File: src/hw/rtl/slt_pkg.sv
package slt_pkg;

    // Longest line whose columns are tracked exactly; later columns saturate.
    localparam int LINE_MAX = 256;
    localparam logic [7:0] COL_CAP = 8'((LINE_MAX > 256) ? 255 : (LINE_MAX - 1));

    // Depth of the result queue in front of the output port.
    localparam int QDEPTH = 4;
    localparam int QCW    = $clog2(QDEPTH + 1);

    // Scanner modes.
    localparam logic [1:0] M_IDLE = 2'd0;
    localparam logic [1:0] M_WORD = 2'd1;
    localparam logic [1:0] M_STR  = 2'd2;
    localparam logic [1:0] M_SKIP = 2'd3;

    // Keyword match progress that means no match.
    localparam logic [2:0] KP_NONE = 3'd7;
    localparam logic [2:0] KP_FULL = 3'd4;

    // Token kinds.
    localparam logic [3:0] K_SHOW  = 4'd0;
    localparam logic [3:0] K_PLUS  = 4'd1;
    localparam logic [3:0] K_MINUS = 4'd2;
    localparam logic [3:0] K_MUL   = 4'd3;
    localparam logic [3:0] K_DIV   = 4'd4;
    localparam logic [3:0] K_STR   = 4'd5;
    localparam logic [3:0] K_INT   = 4'd6;
    localparam logic [3:0] K_SEMI  = 4'd7;
    localparam logic [3:0] K_VAR   = 4'd8;

    // Status codes.
    localparam logic [1:0] ST_OK      = 2'd0;
    localparam logic [1:0] ST_UNKNOWN = 2'd1;
    localparam logic [1:0] ST_UNTERM  = 2'd2;
    localparam logic [1:0] ST_LONG    = 2'd3;

    typedef struct packed {
        logic [3:0]  kind;
        logic [1:0]  status;
        logic [7:0]  start_col;
        logic [8:0]  length;
        logic [15:0] token_line;
        logic        last;
    } t_result;

    // Results produced by one character, in delivery order.
    typedef struct packed {
        logic [1:0] cnt;
        t_result    res0;
        t_result    res1;
    } t_push;

    function automatic logic [7:0] kw_char(input logic [1:0] pos);
        logic [7:0] c;
        case (pos)
            2'd0:    c = "s";
            2'd1:    c = "h";
            2'd2:    c = "o";
            default: c = "w";
        endcase
        return c;
    endfunction

    function automatic logic [2:0] kw_next(input logic [2:0] kp, input logic [7:0] c);
        logic [2:0] n;
        if (kp < KP_FULL && c == kw_char(kp[1:0])) begin
            n = kp + 3'd1;
        end else begin
            n = KP_NONE;
        end
        return n;
    endfunction

    function automatic logic is_alnum(input logic [7:0] c);
        return (c inside {["0":"9"], ["A":"Z"], ["a":"z"]});
    endfunction

endpackage

File: src/hw/rtl/slt_core.sv
module slt_core #(
    parameter int LINE_MAX = slt_pkg::LINE_MAX
) (
    input  logic                 i_clk,
    input  logic                 i_rst_n,
    input  logic                 i_in_valid,
    output logic                 o_in_ready,
    input  logic [7:0]           i_ch,
    input  logic                 i_line_end,
    input  logic [15:0]          i_line_num,
    input  logic                 i_room,
    output slt_pkg::t_push       o_push
);
    import slt_pkg::*;

    // Last column that can be held; later characters of a line sit here.
    localparam logic [7:0] COL_LAST = 8'((LINE_MAX > 256) ? 255 : (LINE_MAX - 1));

    logic        r_in_valid;
    logic [7:0]  r_ch;
    logic        r_eol;
    logic [15:0] r_line;

    logic [1:0]  r_mode,      n_mode;
    logic [7:0]  r_column,    n_column;
    logic [7:0]  r_tstart,    n_tstart;
    logic        r_digit,     n_digit;
    logic [2:0]  r_kp,        n_kp;
    logic        r_overflowed, n_overflowed;
    logic        r_col_full,  n_col_full;

    logic        accept;
    logic        advance;

    logic        of;
    logic        at_cap;
    logic [7:0]  idx;
    logic        alnum;
    logic        done;
    logic        e1_v, e2_v, rep_v;
    t_result     e1, e2, rep;
    t_push       push;
    logic [2:0]  kp_word;
    logic [2:0]  kp_first;
    logic        digit_first;

    assign advance    = r_in_valid & i_room;
    assign o_in_ready = ~r_in_valid | i_room;
    assign accept     = i_in_valid & o_in_ready;

    function automatic logic [1:0] adj(input logic [1:0] st, input logic ovf);
        return (st == ST_OK && ovf) ? ST_LONG : st;
    endfunction

    function automatic logic [3:0] word_kind(input logic [2:0] kp, input logic dg);
        return (kp == KP_FULL) ? K_SHOW : (dg ? K_INT : K_VAR);
    endfunction

    always_comb begin
        of          = r_overflowed | r_col_full;
        at_cap      = (r_column >= COL_LAST);
        idx         = at_cap ? COL_LAST : r_column;
        alnum       = is_alnum(r_ch);
        kp_word     = kw_next(r_kp, r_ch);
        kp_first    = kw_next(3'd0, r_ch);
        digit_first = (r_ch inside {["0":"9"]});

        n_mode       = r_mode;
        n_column     = at_cap ? COL_LAST : r_column + 8'd1;
        n_tstart     = r_tstart;
        n_digit      = r_digit;
        n_kp         = r_kp;
        n_overflowed = of;
        n_col_full   = r_col_full | at_cap;

        done = 1'b0;
        e1_v = 1'b0;
        e2_v = 1'b0;
        e1   = '0;
        e2   = '0;
        rep  = '0;
        e1.token_line = r_line;
        e2.token_line = r_line;
        rep.token_line = r_line;

        case (r_mode)
            M_SKIP: begin
                done = 1'b1;
            end
            M_STR: begin
                e1.kind      = K_STR;
                e1.start_col = r_tstart;
                e1.length    = {1'b0, idx} - {1'b0, r_tstart} + 9'd1;
                if (r_ch == "\"") begin
                    e1_v      = 1'b1;
                    e1.status = adj(ST_OK, of);
                    n_mode    = M_IDLE;
                end else if (r_eol) begin
                    e1_v      = 1'b1;
                    e1.status = ST_UNTERM;
                end
                done = 1'b1;
            end
            M_WORD: begin
                e1.start_col = r_tstart;
                e1.status    = adj(ST_OK, of);
                if (alnum) begin
                    n_kp      = kp_word;
                    e1.kind   = word_kind(kp_word, r_digit);
                    e1.length = {1'b0, idx} - {1'b0, r_tstart} + 9'd1;
                    e1_v      = r_eol;
                    done      = 1'b1;
                end else begin
                    e1.kind   = word_kind(r_kp, r_digit);
                    e1.length = {1'b0, idx} - {1'b0, r_tstart};
                    e1_v      = 1'b1;
                    n_mode    = M_IDLE;
                end
            end
            default: begin
            end
        endcase

        if (!done) begin
            e2.start_col = idx;
            e2.length    = 9'd1;
            e2.status    = adj(ST_OK, of);
            case (r_ch)
                " ": begin
                end
                "+": begin
                    e2_v    = 1'b1;
                    e2.kind = K_PLUS;
                end
                "-": begin
                    e2_v    = 1'b1;
                    e2.kind = K_MINUS;
                end
                "*": begin
                    e2_v    = 1'b1;
                    e2.kind = K_MUL;
                end
                "/": begin
                    e2_v    = 1'b1;
                    e2.kind = K_DIV;
                end
                ";": begin
                    e2_v    = 1'b1;
                    e2.kind = K_SEMI;
                end
                "=", "<", ">", "{", "}", "[", "]", "(", ")": begin
                    e2_v    = 1'b1;
                    e2.kind = K_VAR;
                end
                "\"": begin
                    n_tstart  = idx;
                    n_mode    = M_STR;
                    e2_v      = r_eol;
                    e2.kind   = K_STR;
                    e2.status = ST_UNTERM;
                end
                default: begin
                    if (alnum) begin
                        n_tstart = idx;
                        n_digit  = digit_first;
                        n_kp     = kp_first;
                        n_mode   = M_WORD;
                        e2_v     = r_eol;
                        e2.kind  = word_kind(kp_first, digit_first);
                    end else begin
                        e2_v      = 1'b1;
                        e2.kind   = K_SHOW;
                        e2.status = ST_UNKNOWN;
                        n_mode    = M_SKIP;
                    end
                end
            endcase
        end

        // Report for a line that overflowed but ended without a token.
        rep_v         = r_eol & of & ~e1_v & ~e2_v;
        rep.kind      = K_SHOW;
        rep.status    = ST_LONG;
        rep.start_col = 8'd0;
        rep.length    = 9'd1;

        if (r_eol) begin
            n_mode       = M_IDLE;
            n_column     = 8'd0;
            n_overflowed = 1'b0;
            n_col_full   = 1'b0;
        end

        push = '0;
        if (e1_v) begin
            push.res0 = e1;
            push.res1 = e2;
            push.cnt  = e2_v ? 2'd2 : 2'd1;
        end else if (e2_v) begin
            push.res0 = e2;
            push.cnt  = 2'd1;
        end else if (rep_v) begin
            push.res0 = rep;
            push.cnt  = 2'd1;
        end
        push.res0.last = (push.cnt == 2'd1);
        push.res1.last = 1'b1;
        if (!advance) begin
            push.cnt = 2'd0;
        end
    end

    assign o_push = push;

    always_ff @(posedge i_clk) begin
        if (!i_rst_n) begin
            r_in_valid   <= 1'b0;
            r_mode       <= M_IDLE;
            r_column     <= 8'd0;
            r_tstart     <= 8'd0;
            r_digit      <= 1'b0;
            r_kp         <= 3'd0;
            r_overflowed <= 1'b0;
            r_col_full   <= 1'b0;
        end else begin
            if (accept) begin
                r_in_valid <= 1'b1;
            end else if (advance) begin
                r_in_valid <= 1'b0;
            end
            if (advance) begin
                r_mode       <= n_mode;
                r_column     <= n_column;
                r_tstart     <= n_tstart;
                r_digit      <= n_digit;
                r_kp         <= n_kp;
                r_overflowed <= n_overflowed;
                r_col_full   <= n_col_full;
            end
        end
    end

    always_ff @(posedge i_clk) begin
        if (accept) begin
            r_ch   <= i_ch;
            r_eol  <= i_line_end;
            r_line <= i_line_num;
        end
    end

endmodule

File: src/hw/rtl/slt_queue.sv
module slt_queue (
    input  logic            i_clk,
    input  logic            i_rst_n,
    input  slt_pkg::t_push  i_push,
    output logic            o_room,
    output logic            o_valid,
    input  logic            i_ready,
    output slt_pkg::t_result o_head
);
    import slt_pkg::*;

    t_result          r_q [QDEPTH];
    t_result          n_q [QDEPTH];
    logic [QCW-1:0]   r_cnt, n_cnt;
    logic [QCW-1:0]   base;
    logic             pop;

    assign o_valid = (r_cnt != '0);
    assign pop     = o_valid & i_ready;
    assign o_room  = (r_cnt <= QCW'(QDEPTH - 2));
    assign o_head  = r_q[0];

    always_comb begin
        base  = r_cnt - QCW'(pop);
        n_cnt = base + QCW'(i_push.cnt);
        for (int i = 0; i < QDEPTH; i++) begin
            if (pop && i < QDEPTH - 1) begin
                n_q[i] = r_q[i + 1];
            end else begin
                n_q[i] = r_q[i];
            end
            if (i_push.cnt != 2'd0 && base == QCW'(i)) begin
                n_q[i] = i_push.res0;
            end
            if (i_push.cnt == 2'd2 && base + QCW'(1) == QCW'(i)) begin
                n_q[i] = i_push.res1;
            end
        end
    end

    always_ff @(posedge i_clk) begin
        if (!i_rst_n) begin
            r_cnt <= '0;
        end else begin
            r_cnt <= n_cnt;
        end
    end

    always_ff @(posedge i_clk) begin
        for (int i = 0; i < QDEPTH; i++) begin
            r_q[i] <= n_q[i];
        end
    end

endmodule

File: src/hw/rtl/source_line_tokenizer.sv
// Channel   Direction  Handshake                  Payload
// input     in         i_in_valid / o_in_ready    i_ch, i_line_end, i_line_num
// result    out        o_out_valid / i_out_ready  o_kind, o_status, o_start_col,
//                                                 o_length, o_token_line, o_last
//
// One character is taken per cycle while input is not stalled. It is held
// in the input register, where the scanner classifies it and updates its
// state, and the zero to two results it causes are written into a four-entry
// result queue. The first result of a character reaches the output through
// the input register and then the registered queue, behind earlier results.
// Input is stalled only while the input register holds a character and the
// queue cannot take two more results, so one character per cycle is sustained
// as long as the consumer takes results as fast as the characters cause them.
// Reset is synchronous and empties the pipeline; no clearing pass is needed.
module source_line_tokenizer #(
    parameter int LINE_MAX = slt_pkg::LINE_MAX
) (
    input  logic        i_clk,
    input  logic        i_rst_n,
    input  logic        i_in_valid,
    output logic        o_in_ready,
    input  logic [7:0]  i_ch,
    input  logic        i_line_end,
    input  logic [15:0] i_line_num,
    output logic        o_out_valid,
    input  logic        i_out_ready,
    output logic [3:0]  o_kind,
    output logic [1:0]  o_status,
    output logic [7:0]  o_start_col,
    output logic [8:0]  o_length,
    output logic [15:0] o_token_line,
    output logic        o_last
);
    import slt_pkg::*;

    // Results of the character in the input register, qualified by the
    // queue having room for both of them.
    t_push   push;
    logic    room;
    t_result head;

    // The line length sets the column at which positions saturate.
    slt_core #(
        .LINE_MAX (LINE_MAX)
    ) u_core (
        .i_clk         (i_clk),
        .i_rst_n       (i_rst_n),
        .i_in_valid    (i_in_valid),
        .o_in_ready    (o_in_ready),
        .i_ch          (i_ch),
        .i_line_end    (i_line_end),
        .i_line_num    (i_line_num),
        .i_room        (room),
        .o_push        (push)
    );

    // The queue head is itself a register, so the output port is registered
    // and a stalled consumer never blocks the scanner while two slots are free.
    slt_queue u_queue (
        .i_clk   (i_clk),
        .i_rst_n (i_rst_n),
        .i_push  (push),
        .o_room  (room),
        .o_valid (o_out_valid),
        .i_ready (i_out_ready),
        .o_head  (head)
    );

    assign o_kind       = head.kind;
    assign o_status     = head.status;
    assign o_start_col  = head.start_col;
    assign o_length     = head.length;
    assign o_token_line = head.token_line;
    assign o_last       = head.last;

endmodule

File: config.mk
export PLATFORM = sky130hd
export DESIGN_NAME = source_line_tokenizer
export DESIGN_NICKNAME = d
export VERILOG_FILES = /design/src/hw/rtl/slt_pkg.sv /design/src/hw/rtl/slt_core.sv /design/src/hw/rtl/slt_queue.sv /design/src/hw/rtl/source_line_tokenizer.sv
export SDC_FILE = /design/constraint.sdc
export NUM_CORES = 1
export LEC_CHECK = 0
export BUFFER_PORTS_ARGS = -buffer_cell sky130_fd_sc_hd__buf_4
export CORE_ASPECT_RATIO = 0.8
export CORE_UTILIZATION = 52
export CTS_BUF_LIST = sky130_fd_sc_hd__clkbuf_4
export DETAILED_ROUTE_END_ITERATION = 10
export HOLD_SLACK_MARGIN = 0.05
export PLACE_DENSITY = 0.73
export SKIP_CTS_REPAIR_TIMING = 1
export SLEW_MARGIN = 20
export SYNTH_ARGS = -nofsm -noshare
export SYNTH_HDL_FRONTEND = slang
export SYNTH_SLANG_ARGS = --single-unit
File: constraint.sdc
create_clock -name i_clk -period 4.9 [get_ports i_clk]
set_input_delay 0.49 -clock i_clk [delete_from_list [all_inputs] [get_ports i_clk]]
set_output_delay 0.49 -clock i_clk [all_outputs]
set_load 0.01 [all_outputs]
---- After elaboration in Yosys (flattened, before gate mapping) ----
Memories as Yosys holds them, arrays and structs flattened.
Index checks and enable logic that the tools add are counted.
word-level totals
  memories kept ........................... 1
  register bits ........................... 53
  memory bits (writable) .................. 160
operators by class
  $lt $le $gt $ge ......................... 9
  add/subtract/negate cells ............... 7
  bitwise gates (word level) .............. 15
  eq/ne operators ......................... 34
  muxes and demuxes ....................... 65
  reduce and logical (&&, ||, !) cells .... 27
memories
  memory       words  bits a word  rd ports  clocked after Yosys merged registers in  wr ports  RTL line         text
  u_queue.r_q  4      40           4         0                                        4         slt_queue.sv:12  t_result r_q [QDEPTH];
operators by type and width
  kind                                                  number
  two-way mux 40 bit                                    12
  == test 8 x 6 -> 1 bit (second input constant)        12
  two-way mux 42 bit                                    2
  case mux 23 bit (2 select lines)                      1
  two-way mux 41 bit                                    1
  == test 8 x 7 -> 1 bit (second input constant)        5
  two-way mux 8 bit                                     4
  case mux 4 bit (8 select lines)                       1
  two-way mux 4 bit                                     7
  two-way mux 23 bit                                    1
  two-way mux 2 bit                                     11
  two-way mux 3 bit                                     7
  >= comparator 8 x 7 -> 1 bit (second input constant)  2
  <= comparator 8 x 7 -> 1 bit (second input constant)  2
  case mux 8 bit (2 select lines)                       1
  OR reduction 16 bit                                   1
  case mux 5 bit (3 select lines)                       1
  OR reduction 15 bit                                   1
  OR reduction 14 bit                                   1
  == test 3 x 2 -> 1 bit (second input constant)        4
  logical AND 1 bit                                     12
  case mux 2 bit (2 select lines)                       3
  adder 9 x 1 -> 9 bit (second input constant)          1
  == test 3 bit (second input constant)                 3
  other kinds (28)                                      61

---- Longest topological paths before layout ----
Gate-level depths: netlist (run 1).
  word-level depth ........................ 16
  depth in mapped cells ................... 17
  gate-level depth less buffers ........... 16

---- Modules after synthesis ----
From an unflattened synthesis (run 1), not the netlist that was laid out.
unflattened totals
  cells, all modules ...................... 1362
  area total of the unflattened synthesis .. 13182.6 µm²
by module, submodules not included
  module     instances  sequential area each (µm²)  area an instance (µm²)  cells each
  slt_queue  1          4864.7                      9220.1                  874
  slt_core   1          1251.2                      3962.6                  488

---- Least setup slack after synthesis (run 1) ----
No wires, ideal clock.
  path kind ............................... flip-flop to flip-flop
  start ................................... register, netlist name u_queue.r_cnt[2]
  end ..................................... memory u_queue.r_q[0][10] (netlist bit) (enable)
  data required time ...................... 4512 ps
  clock period less this slack ............ 4222 ps
  cell stages (with the launch flop) ...... 15
  data arrival time ....................... 3833 ps
  setup slack ............................. 678 ps
  cells stage by stage .................... dfxtp_1 or3_1 nand2_1 inv_2 buf_1 ha_1 ha_1 clkbuf_1 nor2_1 ha_1 nand4_4 nor3_4 nor2_4 buf_6 nand2_1
RTL lines
  what              RTL line
  end: declaration  slt_queue.sv:12

==> results of run 1 <==
-- cell type report --
cell class / instances / area [um2] / share of cell area (%)
timing repair buffer: 112 / 941 / 7.54
sequential: 213 / 5760 / 46.1
tap: 264 / 330 / 2.65
antenna: 1 / 2.50 / 0.0200
multi-input combinational: 729 / 4750 / 38.0
clock buffer: 72 / 541 / 4.33
clock inverter: 11 / 51.3 / 0.411
inverter: 30 / 113 / 0.902
-- critical path, delay by kind of cell (launching register included) --
kind,cells,cell delay (ns)
adder cells (fa/ha/maj),2,0.71
AND/OR/NAND/NOR,9,2.12
buffers and inverters,1,0.16
XOR/XNOR,1,0.39
AO/OA/AOI/OAI,2,0.44
flip-flops,1,0.36
-- per-layer routing --
| metal | vias to the layer above | global-route usage, % |
|---|---|---|
| li1 | 4070 | - |
| met1 | 4065 | 35.1 |
| met2 | 349 | 38.7 |
| met3 | 48 | 6.79 |
| met4 | 0 | 6.94 |
| met5 | - | 0 |
-- how the worst max path moves through the flow --
stage                    endpoint  slack [ns]  cells after the start          startpoint
4_1_cts        u_queue.r_q[3][25]        0.62                     15  u_core.r_column[0]
6_report       u_queue.r_q[3][25]        0.56                     15  u_core.r_column[0]
3_3_place_gp   u_queue.r_q[3][25]        0.77                     15  u_core.r_column[0]
5_1_grt        u_queue.r_q[0][25]        0.18                     16  u_core.r_column[0]
2_1_floorplan  u_queue.r_q[0][10]        0.68                     14    u_queue.r_cnt[2]
3_5_place_dp   u_queue.r_q[0][25]        0.68                     16  u_core.r_column[0]
-- placed cells by master (no fill, tap or decap), types with 20 or more instances in the layout --
cell type	instances
dfxtp_1	64
buf_4	84
ha_1	23
nor2b_1	20
mux2_2	44
inv_1	28
nor3_1	25
edfxtp_1	149
and2_1	35
clkbuf_4	72
o21ai_0	90
a21oi_1	65
dlygate4sd3_1	25
nand2_1	106
nor2_1	79
-- stage by stage --
step | hold slack (ns) | area [um2]
after CTS | -0.0528 | 12200
after detailed placement | 0.446 | 11600
after floorplan | 0.432 | 10900
after global routing | 0.0984 | 12500
after global placement | 0.445 | 11600
final | 0.0802 | 12500
-- power breakdown --
part	switching, uW	leakage [uW]	total [uW]	internal [uW]
logic	1050	0.00226	1770	726
clock network	691	0.000357	1360	673
registers	163	0.00195	2660	2490
-- cell families after synthesis --
kind of cell	after synthesis
adders and majority gates	25
buffers and inverters	92
DFF	213
xor gates and xnor gates	11
and+or+nand+nor	346
muxes	57
AOI/OAI and AO/OA	290
-- flip-flops by register name (all words and copies together), names as in the netlist --
signal	cells
u_queue.r_q	160
u_core.r_line	16
u_core.r_ch	8
u_core.r_column	8
u_core.r_tstart	8
u_core.r_kp	3
u_queue.r_cnt	3
u_core.r_mode	2
u_core.r_col_full	1
u_core.r_digit	1
u_core.r_eol	1
u_core.r_in_valid	1
u_core.r_overflowed	1
==> run summary, run 1 <==
status: finished clean
reg2reg path depth: 15
FF-to-FF setup slack: 0.56 ns
mux cell area share after synthesis: 5.78%
Worst Setup Start Kind: flop
largest net degree at the start of global routing: 49
IO buf count: 70
max-slew violation count: 0
Post-Syn Area: 10900 um2
Routed wire per std cell: 18.9 um
core area: 20200 um2
Synth Area in Compound Gates: 17.6%
# DRC: 0
top cells by count, synth: 149 x edfxtp_1, 106 x nand2_1, 90 x o21ai_0, 79 x nor2_1, 65 x a21oi_1
post-DR vias/cell: 5.96
Worst R2R Start: u_core.r_column[0]
Max rail drop VDD: 0.000323 V
Final HPWL DP: 18100 um
area delta synth->final: 14.5%
synth top area cells: edfxtp_1 41%, dfxtp_1 12%, mux2_2 4.5%
slew of the pin with the lowest slew margin: 1.09 ns
chip width: 164 um
Clock transition at path regs: 0.07 ns
Post-Syn Area per Cell: 10.5 um2
DP Worst Slack: 0.685 ns
Tcrit/Tclk final: 88.5%
Initial Util: 54.0%
Post-Synth Simple-Gate Area: 16.3%
slowest stage cell, crit path: fa_1
CTS H-tree depth: 2
Hold Path Origin: i_in_valid
CP peak stage delay: 0.45 ns
syn_nets: 1088
setup repair after global routing missed its margin: no
most frequent CP cell: nor2_1
CP Capture Type: flop
Yosys top cell area share: 41.0%
M1 WL: 12200 um
DR iter-0 viols: 587
share of cells above drive strength 1: 20.8%
Setup Crit Path Kind: reg2reg
I/O pins: 71
most common cell in the synthesized netlist: edfxtp_1
CP arrival: 4.85 ns
final hold violations: 0
critical path cell sequence: ha_1 > nand4_1 > nor2_1 > and2_1 > nor2_1 > inv_1 > fa_1 > a211oi_1 > nor2_1 > xor2_1 > nand4_1 > or3_1 > and4_1 > nor3_1 > o2bb2ai_1
CTS tree: yes
highest routed layer: met4
GPL Wtd Cong: 0.887
Die Height: 132 um
Post-Layout Cell Count: 1432
vias: 8532
number of global-route vias before repair: 8047
DR pass1 iterations: 5
worst rel slew slack: 27.0%
Setup Skew: 0.0318 ns
PwrDens: 464 nW/um2
Setup TNS: 0 ns
Met2 Routed Length: 12200 um
routed wl met3: 2220 um
Fmax achieved: 0.231 GHz
Final setup viols: 0
number of synthesized register bits: 213
Hold Path End: u_core.r_in_valid
Overflow after GRT: 0
fin util: 61.8%
Unique masters post-synth: 82
post-synthesis async set-or-reset flop share: 0%
Seq/Total Area, Yosys: 52.8%
critical path peak fanout: 7
Cells after DPL: 1323
final WL: 27100 um
clock latency at the later pin of the worst-skew pair: 0.67 ns
clock sinks: 213
Max-Cap Viols: 0
antenna violations before repair: 1
Worst EP required: 5.41 ns
CTS root buf: clkbuf_4
hold depth: 3
fill cell count: 1656
EDFF count, synth: 149
Final nets: 1192
FF-to-FF End: u_queue.r_q[3][25]
area leader, netlist: edfxtp_1
remaining antenna violation count after routing: 0
CTS Buffer Depth: 3
Die Area: 21600 um2
setup ws final: 0.563 ns
first-pass GRT wire length: 42700 um
HP Class: in2reg
xor and xnor area share after synthesis: 0.884%
YS warnings: 0
Rows: 46
Most used DFF post-synth: edfxtp_1
Syn Inst Count: 1034
gr usage total: 25.2%
Post-Synth Adder-Cell Area: 3.01%
CTS buffer count: 52
largest family of logic cells by synthesized area: compound AO/OA/AOI/OAI gates
total power: 5800 uW
post-route minimum period: 4.34 ns
P_leak: 0.00456 uW
Power figures use the tool's default switching activity.
==> run 2: changes to the inputs <==
CORE_ASPECT_RATIO = 0.7   (was 0.8)
CTS_BUF_LIST = default   (was sky130_fd_sc_hd__clkbuf_4)
==> run 2 against run 1 <==
Compared with the run above: worst setup slack worse by 0.094 ns; non-clock buffer count is 24 lower; combinational power hardly changed; die area hardly changed; first-iteration DRC count is 57% higher; routed wire length is 0.68% higher; maximum frequency is 2.1% lower; total power is 4.2% higher; clock power is 20% higher; worst hold slack better by 0.075 ns; sequential power hardly changed; cell count is 4.3% lower; critical path type unchanged; highest routed layer unchanged.
==> run summary, run 2 (synthesized netlist as in run 1, its figures left out) <==
slowest stage cell, crit path: o311ai_0 (was fa_1)
largest registers: u_queue.r_q: 160 flops, u_core.r_line: 16 flops (unchanged)
IO buf count: 70 (unchanged)
Routed wire per std cell: 19.9 um (was 18.9 um)
DR pass1 iterations: 5 (unchanged)
share of cells above drive strength 1: 18.5% (was 20.8%)
critical path cell sequence: ha_1 > nand4_1 > nor2_1 > and2_1 > nor2_1 > inv_1 > ha_1 > nor2b_1 > o311ai_0 > a2bb2oi_1 > xnor2_1 > or3_1 > and4_1 > nor3_1 > a21oi_1 (was ha_1 > nand4_1 > nor2_1 > and2_1 > nor2_1 > inv_1 > fa_1 > a211oi_1 > nor2_1 > xor2_1 > nand4_1 > or3_1 > and4_1 > nor3_1 > o2bb2ai_1)
Int Power: 4100 uW (was 3890 uW)
max-slew violation count: 0 (unchanged)
antenna violations before repair: 0 (was 1)
clock group share of total power: 26.9% (was 23.5%)
Sw Ratio: 32.1% (was 32.8%)
Setup Skew: 0.0219 ns (was 0.0318 ns)
Switching Power: 1940 uW (was 1900 uW)
Die Height: 123 um (was 132 um)
Worst EP required: 5.26 ns (was 5.41 ns)
clock latency at the later pin of the worst-skew pair: 0.51 ns (was 0.67 ns)
critical path peak fanout: 7 (unchanged)
first-pass GRT wire length: 42000 um (was 42700 um)
met3 Use GR: 4.55% (was 6.79%)
met2 usage: 36.8% (was 38.7%)
CP peak stage delay: 0.50 ns (was 0.45 ns)
CTS Buffer Depth: 3 (unchanged)
most frequent cells in the layout: 149 x edfxtp_1, 106 x nand2_1, 90 x o21ai_0 (unchanged)
setup repair after global routing missed its margin: no (unchanged)
largest net degree at the start of global routing: 49 (unchanged)
P_leak: 0.00443 uW (was 0.00456 uW)
final hold violations: 0 (unchanged)
area delta synth->final: 13.1% (was 14.5%)
status: finished clean (unchanged)
Final setup viols: 0 (unchanged)
slew of the pin with the lowest slew margin: 1.01 ns (was 1.09 ns)
CTS buffer count: 22 (was 52)
number of global-route vias before repair: 7271 (was 8047)
CTS H-tree depth: 1 (was 2)
Comb power frac: 29.1% (was 30.6%)
gr usage total: 25.1% (was 25.2%)
Most flops, register: u_queue.r_q (unchanged)
Setup Crit Path Kind: reg2reg (unchanged)
Final nets: 1138 (was 1192)
HP Class: in2reg (unchanged)
most common cell after layout, fill and taps aside: edfxtp_1 (unchanged)
Fmax achieved: 0.226 GHz (was 0.231 GHz)
CP Capture Type: flop (unchanged)
GRT busiest layer: met1 (was met2)
CP arrival: 4.79 ns (was 4.85 ns)
I/O pins: 71 (unchanged)
DR iter-0 viols: 922 (was 587)
Setup TNS: 0 ns (unchanged)
Max rail drop VDD: 0.000344 V (was 0.000323 V)
Crit. Startpoint: u_core.r_column[0] (unchanged)
Overflow after GRT: 0 (unchanged)
worst rel slew slack: 32.2% (was 27.0%)
PwrDens: 490 nW/um2 (was 464 nW/um2)
core area: 20200 um2 (about the same)
post-DR vias/cell: 6.12 (was 5.96)
Clock transition at path regs: 0.07 ns (about the same)
final WL: 27300 um (was 27100 um)
Tcrit/Tclk final: 90.4% (was 88.5%)
total power: 6040 uW (was 5800 uW)
Final HPWL DP: 18300 um (was 18100 um)
Rows: 43 (was 46)
Initial Util: 54.0% (about the same)
vias: 8383 (was 8532)
GPL Wtd Cong: 0.888 (was 0.887)
Max-Cap Viols: 0 (unchanged)
remaining antenna violation count after routing: 0 (unchanged)
Worst R2R Start: u_core.r_column[0] (unchanged)
Largest register FFs: 160 (unchanged)
# DRC: 0 (unchanged)
CTS root buf: clkbuf_16 (was clkbuf_4)
clock sinks: 213 (unchanged)
CTS tree: yes (unchanged)
post-route minimum period: 4.43 ns (was 4.34 ns)
ant diodes: 0 (was 1)
met1 Usage GRT: 38.7% (was 35.1%)
Hold Path Origin: i_line_num[8] (was i_in_valid)
Worst Setup Start Kind: flop (unchanged)
Flop pwr share: 44.0% (was 45.8%)
Die Area: 21600 um2 (about the same)
chip width: 175 um (was 164 um)
[run 2: cell count changes in the layout (fill, tap and decap cells not counted), moves of 3 or more]
cell	delta
clkinvlp_4	+4
clkbuf_4	-72
clkinv_1	-4
clkbuf_16	+23
buf_4	+3
clkinv_2	+4
dlygate4sd3_1	-25
[run 2: power by group through the flow]
stage	Clock [uW]	Combinational, uW	Sequential [uW]
after floorplan	0	1100	2710
after CTS	1650	1760	2660
final	1630	1760	2660
after detailed placement	0	1740	2690
after global placement	0	1710	2680
after global routing	1720	1930	2700
[run 2: worst max-delay path, delay by kind of cell (launching register included)]
kind | cells | cell delay, ns
DFF | 1 | 0.41
AOI/OAI and AO/OA | 3 | 0.80
xor gates and xnor gates | 1 | 0.21
and+or+nand+nor | 8 | 2.19
buffers and inverters | 1 | 0.15
adders and majority gates | 2 | 0.52
[run 2: routing by layer]
| metal | routed length [um] | part of all wire (%) |
|---|---|---|
| met5 | 0 | 0 |
| met4 | 439 | 1.6 |
| met3 | 2560 | 9.4 |
| met2 | 11600 | 42 |
| met1 | 12700 | 47 |
[run 2: layout make-up]
| cell class | instances | area (um2) |
|---|---|---|
| timing repair buffer | 88 | 673 |
| clock inverter | 15 | 115 |
| tap | 270 | 338 |
| inverter | 30 | 113 |
| multi-input combinational | 729 | 4760 |
| fill | 1640 | 7840 |
| clock buffer | 25 | 583 |
| sequential | 213 | 5760 |
[run 2: per-stage QoR]
step                      instance area [um2]  std cells  hold slack (ns)  worst slack, ns  util (%)
after floorplan                         10900       1034            0.432            0.678         -
after global placement                  11600       1330            0.445            0.698      57.7
after detailed placement                11600       1330            0.447            0.621      57.7
after CTS                               12300       1370            0.138            0.570      61.1
after global routing                    12300       1370            0.140            0.147      61.1
final                                   12300       1370            0.155            0.469      61.1
[run 2: path summary, 6_finish.rpt]
path / end / slack, ns / depth (start not counted)
hold / removal: u_core.r_line[8] / 0.16 / 1
setup reg to reg: u_queue.r_q[1][25] / 0.47 / 15
hold reg to reg: u_queue.r_q[3][23] / 0.47 / 1
setup / recovery: u_queue.r_q[1][25] / 0.47 / 15
==> run 3: changes to the inputs <==
ABC_AREA = 1   (was default)
PLACE_DENSITY = default   (was 0.73)
PLACE_DENSITY_LB_ADDON = 0.25   (was default)
==> run 3 against run 2 <==
Compared with the run above: worst setup slack better by 0.32 ns; worst hold slack got worse by 0.0061 ns; total power is 13% higher; cell count grew 46%; non-clock buffer count is 4 higher; core utilization down 1.0 points; via count is 33% higher; combinational power is 36% higher; die area is 13% higher; critical path type unchanged; highest routed layer unchanged.
==> run summary, run 3 <==
status: finished clean (unchanged)
most frequent cells in the layout: 524 x nand2_1, 231 x inv_1, 161 x nand3_1 (was 149 x edfxtp_1, 106 x nand2_1, 90 x o21ai_0)
IO buf count: 70 (unchanged)
largest net degree at the start of global routing: 56 (was 49)
post-synthesis async set-or-reset flop share: 0% (unchanged)
reg2reg path depth: 25 (was 15)
post-route minimum period: 4.11 ns (was 4.43 ns)
Setup TNS: 0 ns (unchanged)
fin util: 60.1% (was 61.1%)
clock latency at the later pin of the worst-skew pair: 0.52 ns (was 0.51 ns)
Setup Crit Path Kind: reg2reg (unchanged)
most common cell in the synthesized netlist: nand2_1 (was edfxtp_1)
Post-Syn Area per Cell: 7.52 um2 (was 10.5 um2)
Fmax achieved: 0.243 GHz (was 0.226 GHz)
Largest register FFs: 160 (unchanged)
# DRC: 0 (unchanged)
PwrDens: 495 nW/um2 (was 490 nW/um2)
CTS root buf: clkbuf_16 (unchanged)
Final HPWL DP: 24400 um (was 18300 um)
syn_nets: 1699 (was 1088)
worst rel slew slack: 31.3% (was 32.2%)
max-slew violation count: 0 (unchanged)
Syn Inst Count: 1645 (was 1034)
number of synthesized register bits: 213 (unchanged)
post-DR vias/cell: 5.55 (was 6.12)
HP Class: in2reg (unchanged)
setup repair after global routing missed its margin: no (unchanged)
Max rail drop VDD: 0.000305 V (was 0.000344 V)
Die Height: 131 um (was 123 um)
CP arrival: 4.57 ns (was 4.79 ns)
YS warnings: 0 (unchanged)
first-pass GRT wire length: 53400 um (was 42000 um)
Worst Setup Start Kind: flop (unchanged)
final hold violations: 0 (unchanged)
Post-Syn Area: 12400 um2 (was 10900 um2)
area delta synth->final: 11.6% (was 13.1%)
clock sinks: 213 (unchanged)
Flop pwr share: 39.7% (was 44.0%)
P_leak: 0.00639 uW (was 0.00443 uW)
hold slack: 0.149 ns (was 0.155 ns)
Crit. Startpoint: u_core.r_column[1] (was u_core.r_column[0])
Clock transition at path regs: 0.07 ns (about the same)
Initial Util: 53.9% (was 54.0%)
Rows: 46 (was 43)
most common cell after layout, fill and taps aside: nand2_1 (was edfxtp_1)
Setup Skew: 0.00985 ns (was 0.0219 ns)
remaining antenna violation count after routing: 0 (unchanged)
final WL: 34300 um (was 27300 um)
FF-to-FF End: u_queue.r_q[1][24] (was u_queue.r_q[1][25])
Final nets: 1732 (was 1138)
Comb power frac: 35.0% (was 29.1%)
Int Power: 4330 uW (was 4100 uW)
I/O pins: 71 (unchanged)
antenna violations before repair: 1 (was 0)
Final setup viols: 0 (unchanged)
DR iter-0 viols: 1461 (was 922)
CTS tree: yes (unchanged)
area leader, netlist: edfxtp_1 (unchanged)
CP Capture Type: flop (unchanged)
Seq/Total Area, Yosys: 46.5% (was 52.8%)
Most used DFF post-synth: edfxtp_1 (unchanged)
EDFF count, synth: 149 (unchanged)
Die Area: 24400 um2 (was 21600 um2)
Worst setup endpoint: u_queue.r_q[1][24] (was u_queue.r_q[1][25])
ant diodes: 0 (unchanged)
Overflow after GRT: 0 (unchanged)
Sw Ratio: 36.6% (was 32.1%)
Yosys top cell area share: 36.2% (was 41.0%)
critical path peak fanout: 6 (was 7)
GPL Wtd Cong: 0.947 (was 0.888)
Most flops, register: u_queue.r_q (unchanged)
CTS H-tree depth: 1 (unchanged)
Max-Cap Viols: 0 (unchanged)
vias: 11100 (was 8383)
Worst EP required: 5.36 ns (was 5.26 ns)
clock group share of total power: 25.3% (was 26.9%)
CTS Buffer Depth: 3 (unchanged)
FF-to-FF setup slack: 0.79 ns (was 0.47 ns)
largest registers: u_queue.r_q: 160 flops, u_core.r_line: 16 flops (unchanged)
CTS buffer count: 22 (unchanged)
hold depth: 1 (unchanged)
core area: 23000 um2 (was 20200 um2)
Routed wire per std cell: 17.1 um (was 19.9 um)
chip width: 186 um (was 175 um)
synth top area cells: edfxtp_1 36%, nand2_1 16%, dfxtp_1 10% (was edfxtp_1 41%, dfxtp_1 12%, mux2_2 4.5%)
DP Area: 13100 um2 (was 11600 um2)
fin area: 13800 um2 (was 12300 um2)
DR pass1 iterations: 6 (was 5)
gr usage total: 27.9% (was 25.1%)
share of cells above drive strength 1: 9.56% (was 18.5%)
Worst R2R Start: u_core.r_column[1] (was u_core.r_column[0])
top cells by count, synth: 524 x nand2_1, 231 x inv_1, 162 x nand3_1, 149 x edfxtp_1, 105 x nor2_1 (was 149 x edfxtp_1, 106 x nand2_1, 90 x o21ai_0, 79 x nor2_1, 65 x a21oi_1)
number of global-route vias before repair: 9349 (was 7271)
Switching Power: 2500 uW (was 1940 uW)
Unique masters post-synth: 42 (was 82)
slew of the pin with the lowest slew margin: 1.03 ns (was 1.01 ns)
Tcrit/Tclk final: 84.0% (was 90.4%)
[run 3: worst min-delay path by stage]
| stage | end | start |
|---|---|---|
| 5_1_grt | u_core.r_ch[7] | i_ch[7] |
| 6_report | u_core.r_line[9] | i_line_num[9] |
| 4_1_cts | u_core.r_ch[4] | i_ch[4] |
| 3_3_place_gp | u_queue.r_q[1][18] | u_queue.r_q[1][18] |
| 3_5_place_dp | u_queue.r_q[1][18] | u_queue.r_q[1][18] |
| 2_1_floorplan | u_queue.r_q[1][18] | u_queue.r_q[1][18] |
[run 3: routing by layer]
metal | vias to the layer above | part of all wire [%] | global-route usage (%)
met5 | - | 0 | 0
met4 | 0 | 1.5 | 4.86
met3 | 49 | 13 | 6.14
met2 | 676 | 37 | 36.9
met1 | 5000 | 48 | 45.5
li1 | 5406 | - | -
[run 3: kinds of logic after synthesis]
family | count (synthesis) | synth area share (%)
compound gates | 193 | 8.17
xor+xnor | 4 | 0.283
fa+ha+maj | 25 | 2.65
buf+inv | 323 | 10.5
flops | 213 | 46.5
simple gates | 887 | 31.8
[run 3: area by class of cell]
class,instances,area [um2]
clock buffer,34,648
clock inverter,6,81.3
fill,2076,9160
inverter,240,901
multi-input combinational,1109,5320
sequential,213,5760
tap,312,390
timing repair buffer,92,703
[run 3: power groups by stage]
stage          Sequential [uW]  Clock, uW  Combinational (uW)
3_3_place_gp              2730          0                2300
5_1_grt                   2760       1800                2640
4_1_cts                   2710       1740                2350
2_1_floorplan             2790          0                1470
6_report                  2710       1730                2390
3_5_place_dp              2740          0                2340
[run 3: metrics by stage]
stage               setup slack, ns  total power [uW]  cells
finish                        0.786              6830   2006
global route                  0.157              7190   2006
CTS                           0.837              6800   2006
detailed placement            0.869              5080   1966
global placement              0.957              5040   1966
floorplan                      1.31              4250   1645
[run 3: worst max-delay path: stages, from the launching register on]
cell and delay (ns):
dfxtp_1 0.37, ha_1 0.19, nand2_1 0.06, nor2_1 0.16, inv_1 0.06, nor2_1 0.08, nand2_1 0.09, nor2_1 0.10
inv_1 0.05, nor2_1 0.33, inv_1 0.18, nand2_1 0.19, inv_1 0.10, ha_1 0.20, inv_1 0.06, fa_1 0.22
xnor2_1 0.14, nor3_1 0.28, nand2_1 0.15, nor2_1 0.14, nand3_1 0.10, o21ai_0 0.15, nand3_1 0.28, nand2_1 0.17
nand3_1 0.08, nand2_1 0.10
